## src/design/i8btp_pkg.sv

```systemverilog
`default_nettype none

package i8btp_pkg;

    localparam int BLOCK_ELEMS = 32;
    localparam int BLOCK_SHIFT = $clog2(BLOCK_ELEMS);

    localparam logic [5:0]  HEADER_BYTES  = 6'd40;
    localparam logic [5:0]  SCALE_BYTES   = 6'd2;
    localparam logic [5:0]  BLOCK_BYTES   = 6'd34;
    localparam logic [31:0] RANK_REQUIRED = 32'd2;
    localparam logic [31:0] MAGIC_WORD    = 32'h3038494E;

    // header byte offsets
    localparam int MAGIC_BASE  = 0;
    localparam int AXIS_BASE   = 4;
    localparam int NEURON_BASE = 8;
    localparam int DIMS_BASE   = 12;
    localparam int OSHAPE_BASE = 16;
    localparam int ISHAPE_BASE = 24;
    localparam int OSIZE_BASE  = 32;
    localparam int GROUPS_BASE = 36;

    localparam logic [5:0] POS_MAGIC_CHECK  = 6'd3;
    localparam logic [5:0] POS_LAYOUT_CHECK = 6'd15;
    localparam logic [5:0] POS_DIMS_CHECK   = 6'd39;

    localparam int DATA_W = 96;

    typedef enum logic [2:0] {
        ST_OK          = 3'd0,
        ST_TRUNCATED   = 3'd1,
        ST_BAD_MAGIC   = 3'd2,
        ST_BAD_LAYOUT  = 3'd3,
        ST_BAD_DIMS    = 3'd4,
        ST_PAYLOAD_LEN = 3'd5,
        ST_TOO_LARGE   = 3'd6
    } status_t;

endpackage

`default_nettype wire

```

## src/design/int8_block_tensor_parser.sv

```systemverilog
// latency: a result word is registered and appears on m_axis in the cycle after its byte is accepted
// throughput: one byte per cycle; the only stall is back-pressure on the output register
// a byte yields a result word when it is a payload value or carries tlast
// reset: aresetn synchronous active low, clears byte/block counters, error and output valid
// after each tlast byte all parse state returns to reset for the next blob
`default_nettype none

module int8_block_tensor_parser #(
    parameter int ROW_LIMIT = 65536,
    parameter int COL_LIMIT = 16384
) (
    input  wire logic                           aclk,
    input  wire logic                           aresetn,
    input  wire logic                           s_axis_tvalid,
    output logic                                s_axis_tready,
    input  wire logic [7:0]                     s_axis_tdata,   // data_byte[7:0]
    input  wire logic                           s_axis_tlast,
    output logic                                m_axis_tvalid,
    input  wire logic                           m_axis_tready,
    // row_index[15:0], col_index[29:16], quant_value[37:30], block_scale[53:38],
    // status[56:54], row_count[73:57], col_count[88:74], zero[95:89]
    output logic [i8btp_pkg::DATA_W-1:0]        m_axis_tdata,
    output logic                                m_axis_tuser,   // elem_valid[0]
    output logic                                m_axis_tlast
);

    localparam int ROW_W = $clog2(64'(ROW_LIMIT) + 64'd1);
    localparam int GRP_W = $clog2(64'(COL_LIMIT / i8btp_pkg::BLOCK_ELEMS) + 64'd1);

    // control state
    logic [5:0]          pos_reg, pos_next;
    i8btp_pkg::status_t  err_reg, err_next;
    logic [ROW_W-1:0]    row_reg, row_next;
    logic [GRP_W-1:0]    grp_reg, grp_next;
    logic [5:0]          off_reg, off_next;
    logic                m_valid_reg;

    // header fields and block scale
    logic [23:0]         magic_reg;
    logic [31:0]         axis_reg;
    logic [31:0]         neuron_reg;
    logic [23:0]         dims_reg;
    logic [63:0]         oshape_reg;
    logic [63:0]         ishape_reg;
    logic [31:0]         osize_reg;
    logic [31:0]         groups_reg;
    logic [15:0]         scale_reg;

    logic [i8btp_pkg::DATA_W-1:0] m_data_reg, m_data_next;
    logic                m_user_reg;
    logic                m_last_reg;

    logic                in_accept;
    logic                hdr_phase;
    logic                hdr_take;
    logic                pay_take;
    logic                row_open;
    logic                elem;
    logic                produce;
    logic [31:0]         magic_full;
    logic [31:0]         dims_full;
    logic [31:0]         groups_full;
    logic [GRP_W:0]      grp_inc;
    logic [4:0]          lane;
    logic [GRP_W+4:0]    col_full;
    i8btp_pkg::status_t  st;
    logic                counts_ok;
    logic [15:0]         row_index;
    logic [13:0]         col_index;
    logic [7:0]          quant_value;
    logic [15:0]         block_scale;
    logic [2:0]          status_out;
    logic [16:0]         row_count;
    logic [14:0]         col_count;

    assign s_axis_tready = !m_valid_reg || m_axis_tready;
    assign in_accept     = s_axis_tvalid && s_axis_tready;

    assign hdr_phase   = pos_reg < i8btp_pkg::HEADER_BYTES;
    assign row_open    = 32'(row_reg) < osize_reg;
    assign hdr_take    = in_accept && (err_reg == i8btp_pkg::ST_OK) && hdr_phase;
    assign pay_take    = in_accept && (err_reg == i8btp_pkg::ST_OK) && !hdr_phase && row_open;

    // the field's top byte is the one arriving at its check position
    assign magic_full  = {s_axis_tdata, magic_reg};
    assign dims_full   = {s_axis_tdata, dims_reg};
    assign groups_full = {s_axis_tdata, groups_reg[23:0]};

    assign grp_inc  = {1'b0, grp_reg} + {{GRP_W{1'b0}}, 1'b1};
    assign lane     = 5'(off_reg - i8btp_pkg::SCALE_BYTES);
    assign col_full = {grp_reg, lane};

    always_comb begin
        pos_next = pos_reg;
        err_next = err_reg;
        row_next = row_reg;
        grp_next = grp_reg;
        off_next = off_reg;
        elem     = 1'b0;
        if (err_reg == i8btp_pkg::ST_OK) begin
            if (hdr_phase) begin
                pos_next = pos_reg + 6'd1;
                priority if (pos_reg == i8btp_pkg::POS_MAGIC_CHECK) begin
                    if (magic_full != i8btp_pkg::MAGIC_WORD) begin
                        err_next = i8btp_pkg::ST_BAD_MAGIC;
                    end
                end else if (pos_reg == i8btp_pkg::POS_LAYOUT_CHECK) begin
                    if (dims_full != i8btp_pkg::RANK_REQUIRED || axis_reg != 32'd0 ||
                        neuron_reg == 32'd0 || neuron_reg[31] ||
                        neuron_reg[i8btp_pkg::BLOCK_SHIFT-1:0] != '0) begin
                        err_next = i8btp_pkg::ST_BAD_LAYOUT;
                    end
                end else if (pos_reg == i8btp_pkg::POS_DIMS_CHECK) begin
                    priority if (oshape_reg != 64'(osize_reg) ||
                                 ishape_reg != 64'(neuron_reg) ||
                                 osize_reg == 32'd0 ||
                                 groups_full != (neuron_reg >> i8btp_pkg::BLOCK_SHIFT)) begin
                        err_next = i8btp_pkg::ST_BAD_DIMS;
                    end else if (osize_reg > 32'(ROW_LIMIT) ||
                                 neuron_reg > 32'(COL_LIMIT)) begin
                        err_next = i8btp_pkg::ST_TOO_LARGE;
                    end else begin
                        err_next = err_reg;
                    end
                end else begin
                    err_next = err_reg;
                end
            end else if (!row_open) begin
                // byte beyond the complete payload
                err_next = i8btp_pkg::ST_PAYLOAD_LEN;
            end else begin
                elem = off_reg >= i8btp_pkg::SCALE_BYTES;
                if (off_reg == i8btp_pkg::BLOCK_BYTES - 6'd1) begin
                    off_next = 6'd0;
                    if (32'(grp_inc) >= groups_reg) begin
                        grp_next = '0;
                        row_next = row_reg + {{(ROW_W-1){1'b0}}, 1'b1};
                    end else begin
                        grp_next = grp_inc[GRP_W-1:0];
                    end
                end else begin
                    off_next = off_reg + 6'd1;
                end
            end
        end
    end

    // status and shape reflect the state after this byte
    always_comb begin
        priority if (err_next != i8btp_pkg::ST_OK) begin
            st = err_next;
        end else if (pos_next < i8btp_pkg::HEADER_BYTES) begin
            st = i8btp_pkg::ST_TRUNCATED;
        end else if (32'(row_next) < osize_reg) begin
            st = i8btp_pkg::ST_PAYLOAD_LEN;
        end else begin
            st = i8btp_pkg::ST_OK;
        end
    end

    assign counts_ok = (pos_next >= i8btp_pkg::HEADER_BYTES) &&
                       (st == i8btp_pkg::ST_OK || st == i8btp_pkg::ST_PAYLOAD_LEN);

    assign produce     = elem || s_axis_tlast;
    assign row_index   = elem ? 16'(row_reg) : 16'd0;
    assign col_index   = elem ? 14'(col_full) : 14'd0;
    assign quant_value = elem ? s_axis_tdata : 8'd0;
    assign block_scale = elem ? scale_reg : 16'd0;
    assign status_out  = s_axis_tlast ? st : i8btp_pkg::ST_OK;
    assign row_count   = (s_axis_tlast && counts_ok) ? osize_reg[16:0] : 17'd0;
    assign col_count   = (s_axis_tlast && counts_ok) ? neuron_reg[14:0] : 15'd0;
    assign m_data_next = {7'd0, col_count, row_count, status_out, block_scale,
                          quant_value, col_index, row_index};

    always_ff @(posedge aclk) begin
        if (!aresetn) begin
            pos_reg     <= 6'd0;
            err_reg     <= i8btp_pkg::ST_OK;
            row_reg     <= '0;
            grp_reg     <= '0;
            off_reg     <= 6'd0;
            m_valid_reg <= 1'b0;
        end else begin
            if (in_accept) begin
                if (s_axis_tlast) begin
                    pos_reg <= 6'd0;
                    err_reg <= i8btp_pkg::ST_OK;
                    row_reg <= '0;
                    grp_reg <= '0;
                    off_reg <= 6'd0;
                end else begin
                    pos_reg <= pos_next;
                    err_reg <= err_next;
                    row_reg <= row_next;
                    grp_reg <= grp_next;
                    off_reg <= off_next;
                end
            end
            if (in_accept && produce) begin
                m_valid_reg <= 1'b1;
            end else if (m_axis_tready) begin
                m_valid_reg <= 1'b0;
            end
        end
    end

    always_ff @(posedge aclk) begin
        if (hdr_take) begin
            for (int k = 0; k < 3; k++) begin
                if (pos_reg == 6'(i8btp_pkg::MAGIC_BASE + k)) magic_reg[8*k +: 8] <= s_axis_tdata;
                if (pos_reg == 6'(i8btp_pkg::DIMS_BASE + k))  dims_reg[8*k +: 8]  <= s_axis_tdata;
            end
            for (int k = 0; k < 4; k++) begin
                if (pos_reg == 6'(i8btp_pkg::AXIS_BASE + k))   axis_reg[8*k +: 8]   <= s_axis_tdata;
                if (pos_reg == 6'(i8btp_pkg::NEURON_BASE + k)) neuron_reg[8*k +: 8] <= s_axis_tdata;
                if (pos_reg == 6'(i8btp_pkg::OSIZE_BASE + k))  osize_reg[8*k +: 8]  <= s_axis_tdata;
                if (pos_reg == 6'(i8btp_pkg::GROUPS_BASE + k)) groups_reg[8*k +: 8] <= s_axis_tdata;
            end
            for (int k = 0; k < 8; k++) begin
                if (pos_reg == 6'(i8btp_pkg::OSHAPE_BASE + k)) oshape_reg[8*k +: 8] <= s_axis_tdata;
                if (pos_reg == 6'(i8btp_pkg::ISHAPE_BASE + k)) ishape_reg[8*k +: 8] <= s_axis_tdata;
            end
        end
        if (pay_take) begin
            if (off_reg == 6'd0) scale_reg[7:0]  <= s_axis_tdata;
            if (off_reg == 6'd1) scale_reg[15:8] <= s_axis_tdata;
        end
        if (in_accept && produce) begin
            m_data_reg <= m_data_next;
            m_user_reg <= elem;
            m_last_reg <= s_axis_tlast;
        end
    end

    assign m_axis_tvalid = m_valid_reg;
    assign m_axis_tdata  = m_data_reg;
    assign m_axis_tuser  = m_user_reg;
    assign m_axis_tlast  = m_last_reg;

endmodule

`default_nettype wire

```

## config.mk

```make
export PLATFORM = sky130hd
export DESIGN_NAME = int8_block_tensor_parser
export DESIGN_NICKNAME = d
export VERILOG_FILES = /design/src/design/i8btp_pkg.sv /design/src/design/int8_block_tensor_parser.sv
export SDC_FILE = /design/constraint.sdc
export NUM_CORES = 1
export LEC_CHECK = 0
export BUFFER_PORTS_ARGS = -buffer_cell sky130_fd_sc_hd__buf_2
export CAP_MARGIN = 20
export CORE_ASPECT_RATIO = 1.4
export CORE_UTILIZATION = 40
export CTS_BUF_LIST = sky130_fd_sc_hd__clkbuf_8
export CTS_CLUSTER_SIZE = 30
export DETAILED_ROUTE_END_ITERATION = 6
export PLACE_DENSITY_LB_ADDON = 0.05
export SETUP_SLACK_MARGIN = 0.02
export SYNTH_ARGS = -nofsm -noshare
export SYNTH_HDL_FRONTEND = slang
export SYNTH_SLANG_ARGS = --single-unit
```

## constraint.sdc

```tcl
create_clock -name aclk -period 6.2 [get_ports aclk]
set_clock_uncertainty 0.05 [all_clocks]
set_input_delay 0 -clock aclk [delete_from_list [all_inputs] [get_ports aclk]]
set_output_delay 0 -clock aclk [all_outputs]
set_load 0.05 [all_outputs]
```

==> impl_metrics.yaml <==
floorplanning:
  rows: 94
  die_x_um: 187
  die_y_um: 261
  core_sq_mm: 0.0470
  dieArea_sq_mm: 0.0486
  ios: 113
  start_util_pct: 40.6
worst_setup_path:
  cp-endpoint: "m_axis_tdata[56]$_SDFFCE_PN0P_"
  r2r_cells: 19
  cp.arrival_ps: 5770
  start_kind: "flip-flop"
  cp-startpoint: "grp_reg[0]$_SDFFE_PN0P_"
  r2r_slack_ps: 890
  path_max_fanout: 7
  critPathRequiredTime_ps: 6660
  critPathKind: "flip-flop to flip-flop"
  r2r-start: "grp_reg[0]$_SDFFE_PN0P_"
  end_kind: "flip-flop"
  worstReg2RegEnd: "m_axis_tdata[56]$_SDFFCE_PN0P_"
grt:
  grt_pass1_vias: 12193
  antenna_found_initial: 1
  overflow: 0
  grt_pass1_wl_um: 80400
  grt_max_degree: 64
  grt_usage_pct: 22.8
clock_tree:
  clockBufferDepth: 3
  postCtsResizedCells: 0
  clock_latency_ps: 640
  cts_tree: "yes"
  cts_root_buf: "clkbuf_8"
  cts_sinks: 454
  clk_pin_slew_ps: 70
  cts_buffers: 73
  htreeDepth: 3
layout:
  final_net_count: 1598
  area_delta_synth_final_pct: 14.5
  layout_commonest_cell: "edfxtp_1"
  n_fill_cell: 4290
  postLayoutCellArea_sq_mm: 0.0219
  largest_reg_flops: 89
  multi_input_area_sq_mm: 0.00543
  instances_no_fill: 2207
  drive_gt1_share_pct: 15.0
  seqCellArea_sq_mm: 0.0132
  fin_util_pct: 46.5
  final_cell_mix: "411 x edfxtp_1, 106 x buf_2, 88 x inv_1"
pwr:
  leakage_uw: 0.00763
  p_per_area_mw_per_mm2: 275
  max-vdd-ir-drop_mv: 0.163
yosys:
  seq_area_frac_synth_pct: 69.1
  synth_seq_cells: 454
  synth_xor_area_share_pct: 3.72
  synth_top_family_by_area: "simple AND/OR/NAND/NOR gates"
  synthCells: 1351
  ys.warnings.count: 0
  yosys.cell_types.count: 72
  synth_edf_count: 411
  synth_compound_area_share_pct: 7.47
  netlist_area_sq_mm: 0.0191
  synth_ff_type: "edfxtp_1"
  async_reset_ff_share_pct: 0
  syn-mean-instance-area_sq_um: 14.1
  synthAdderAreaFrac_pct: 3.60
  yosys.area_share.simple_pct: 13.3
  synth.mux.area_fraction_pct: 0.111
outcome:
  status: "completed"
placement:
  pre_cts_slack_ps: 992
  dp_cells: 2064
  gp_congestion: 0.907
  port_buffers: 105
  place_area_sq_mm: 0.0204
  dp_hpwl_um: 37400
sta:
  period_share_pct: 85.6
  rsz0062_at_grt: "no"
  setup_viol: 0
  drv_slew: 0
  setup_tns_ps: 0
  worst_slack_ps: 890
  worst_pin_slew_ps: 1010
  min_period_ps: 5310
  clock.fmax_mhz: 188
  slew_headroom_pct: 32.2
  hold_viol_final: 0
drt:
  drtAntennaViolNets: 0
  vias: 11865
  vias_per_cell: 5.38
  drtIter0Drc: 829
  wirelength_um: 54400
  drcViolationCount: 0
  wl_per_cell_um: 24.7
  dr.pass1.iters: 5
worst_hold_path:
  hold_class: "primary input to flip-flop"
run:
  maxCapViolCount: 0
## final cells by class
type	instances	area share, %
diodes	1	0.0114
clock buffers	76	4.79
clock inverters	51	1.21
inverters	71	1.22
multi-input cells	786	24.8
flip-flops and latches	454	60.4
well taps	624	3.57
repair buffers	144	3.97
## per-layer routing
| layer | wire length, um | track usage (%) | vias up |
|---|---|---|---|
| li1 | - | - | 5498 |
| met4 | 2020 | 10.6 | 0 |
| met2 | 27800 | 40.6 | 373 |
| met3 | 2400 | 2.99 | 93 |
| met5 | 0 | 0 | - |
| met1 | 22200 | 27.5 | 5901 |
## cell usage after synthesis (9+ instances only)
cell type    n  share of area, %
nand2_1     55               1.1
xnor2_1     63               2.9
xor2_1      18              0.83
ha_1        55               3.6
a21boi_0    12              0.47
nor2_1      64               1.3
o2111ai_1   11              0.50
nand2b_1    37               1.2
buf_4        9              0.35
edfxtp_1   411                65
a211oi_1    37               1.5
nor2b_1     21              0.69
nor3_1      24              0.63
and3_1       9              0.29
nand4_1     39               1.3
nand3_1     24              0.63
a21oi_1     23              0.60
nor4_1      60               2.0
a21o_1      10              0.39
o21ai_0     29              0.76
inv_1       71               1.4
and2_1      72               2.4
clkbuf_1    30              0.59
o22ai_1     10              0.33
dfxtp_1     43               4.5
## per-stage QoR
step	power [uW]	hold slack [ps]
2_1_floorplan	3570	48.9
3_3_place_gp	3670	443
3_5_place_dp	3670	443
4_1_cts	6090	303
5_1_grt	6210	365
6_report	6000	366
## timing repair
action,CTS,global route
hold buffers,14,0
endpoints found under the hold margin,257,0
setup buffers,0,0
## logic make-up after synthesis
group | count (synthesis)
compound gates | 194
simple gates | 447
mux | 2
fa+ha+maj | 55
xor+xnor | 81
buf+inv | 117
flops | 454
other cells | 1
## power breakdown
| group | switching, uW | leakage [uW] | internal (uW) |
|---|---|---|---|
| clock network | 1170 | 0.000738 | 1220 |
| logic | 199 | 0.00280 | 43.1 |
| registers | 8.81 | 0.00410 | 3360 |
## worst min path at each step
stage	from	endpoint	depth (start not counted)
after detailed placement	m_axis_tvalid$_SDFFE_PN0P_	m_axis_tvalid	1
after floorplan	s_axis_tdata[0]	axis_reg[0]$_DFFE_PP_	0
final	s_axis_tdata[3]	neuron_reg[3]$_DFFE_PP_	2
after global routing	s_axis_tlast	m_axis_tlast$_DFFE_PP_	2
after global placement	m_axis_tvalid$_SDFFE_PN0P_	m_axis_tvalid	1
after CTS	s_axis_tlast	m_axis_tlast$_DFFE_PP_	2
## worst max-delay path, cell delays in order (launching register included)
cell	delay (ps)
dfxtp_1	440
ha_1	290
nand3_1	210
nor2_1	170
xor2_1	240
ha_1	190
a21oi_1	60
a2bb2oi_1	180
a211oi_1	230
nand3b_1	270
nor3_1	850
xor2_1	150
ha_1	340
a21o_1	160
a221oi_1	470
nand3_1	120
or3_1	310
nand3_1	100
a31o_2	170
a41o_1	160
Note: power is estimated with default switching activity, not from simulation.
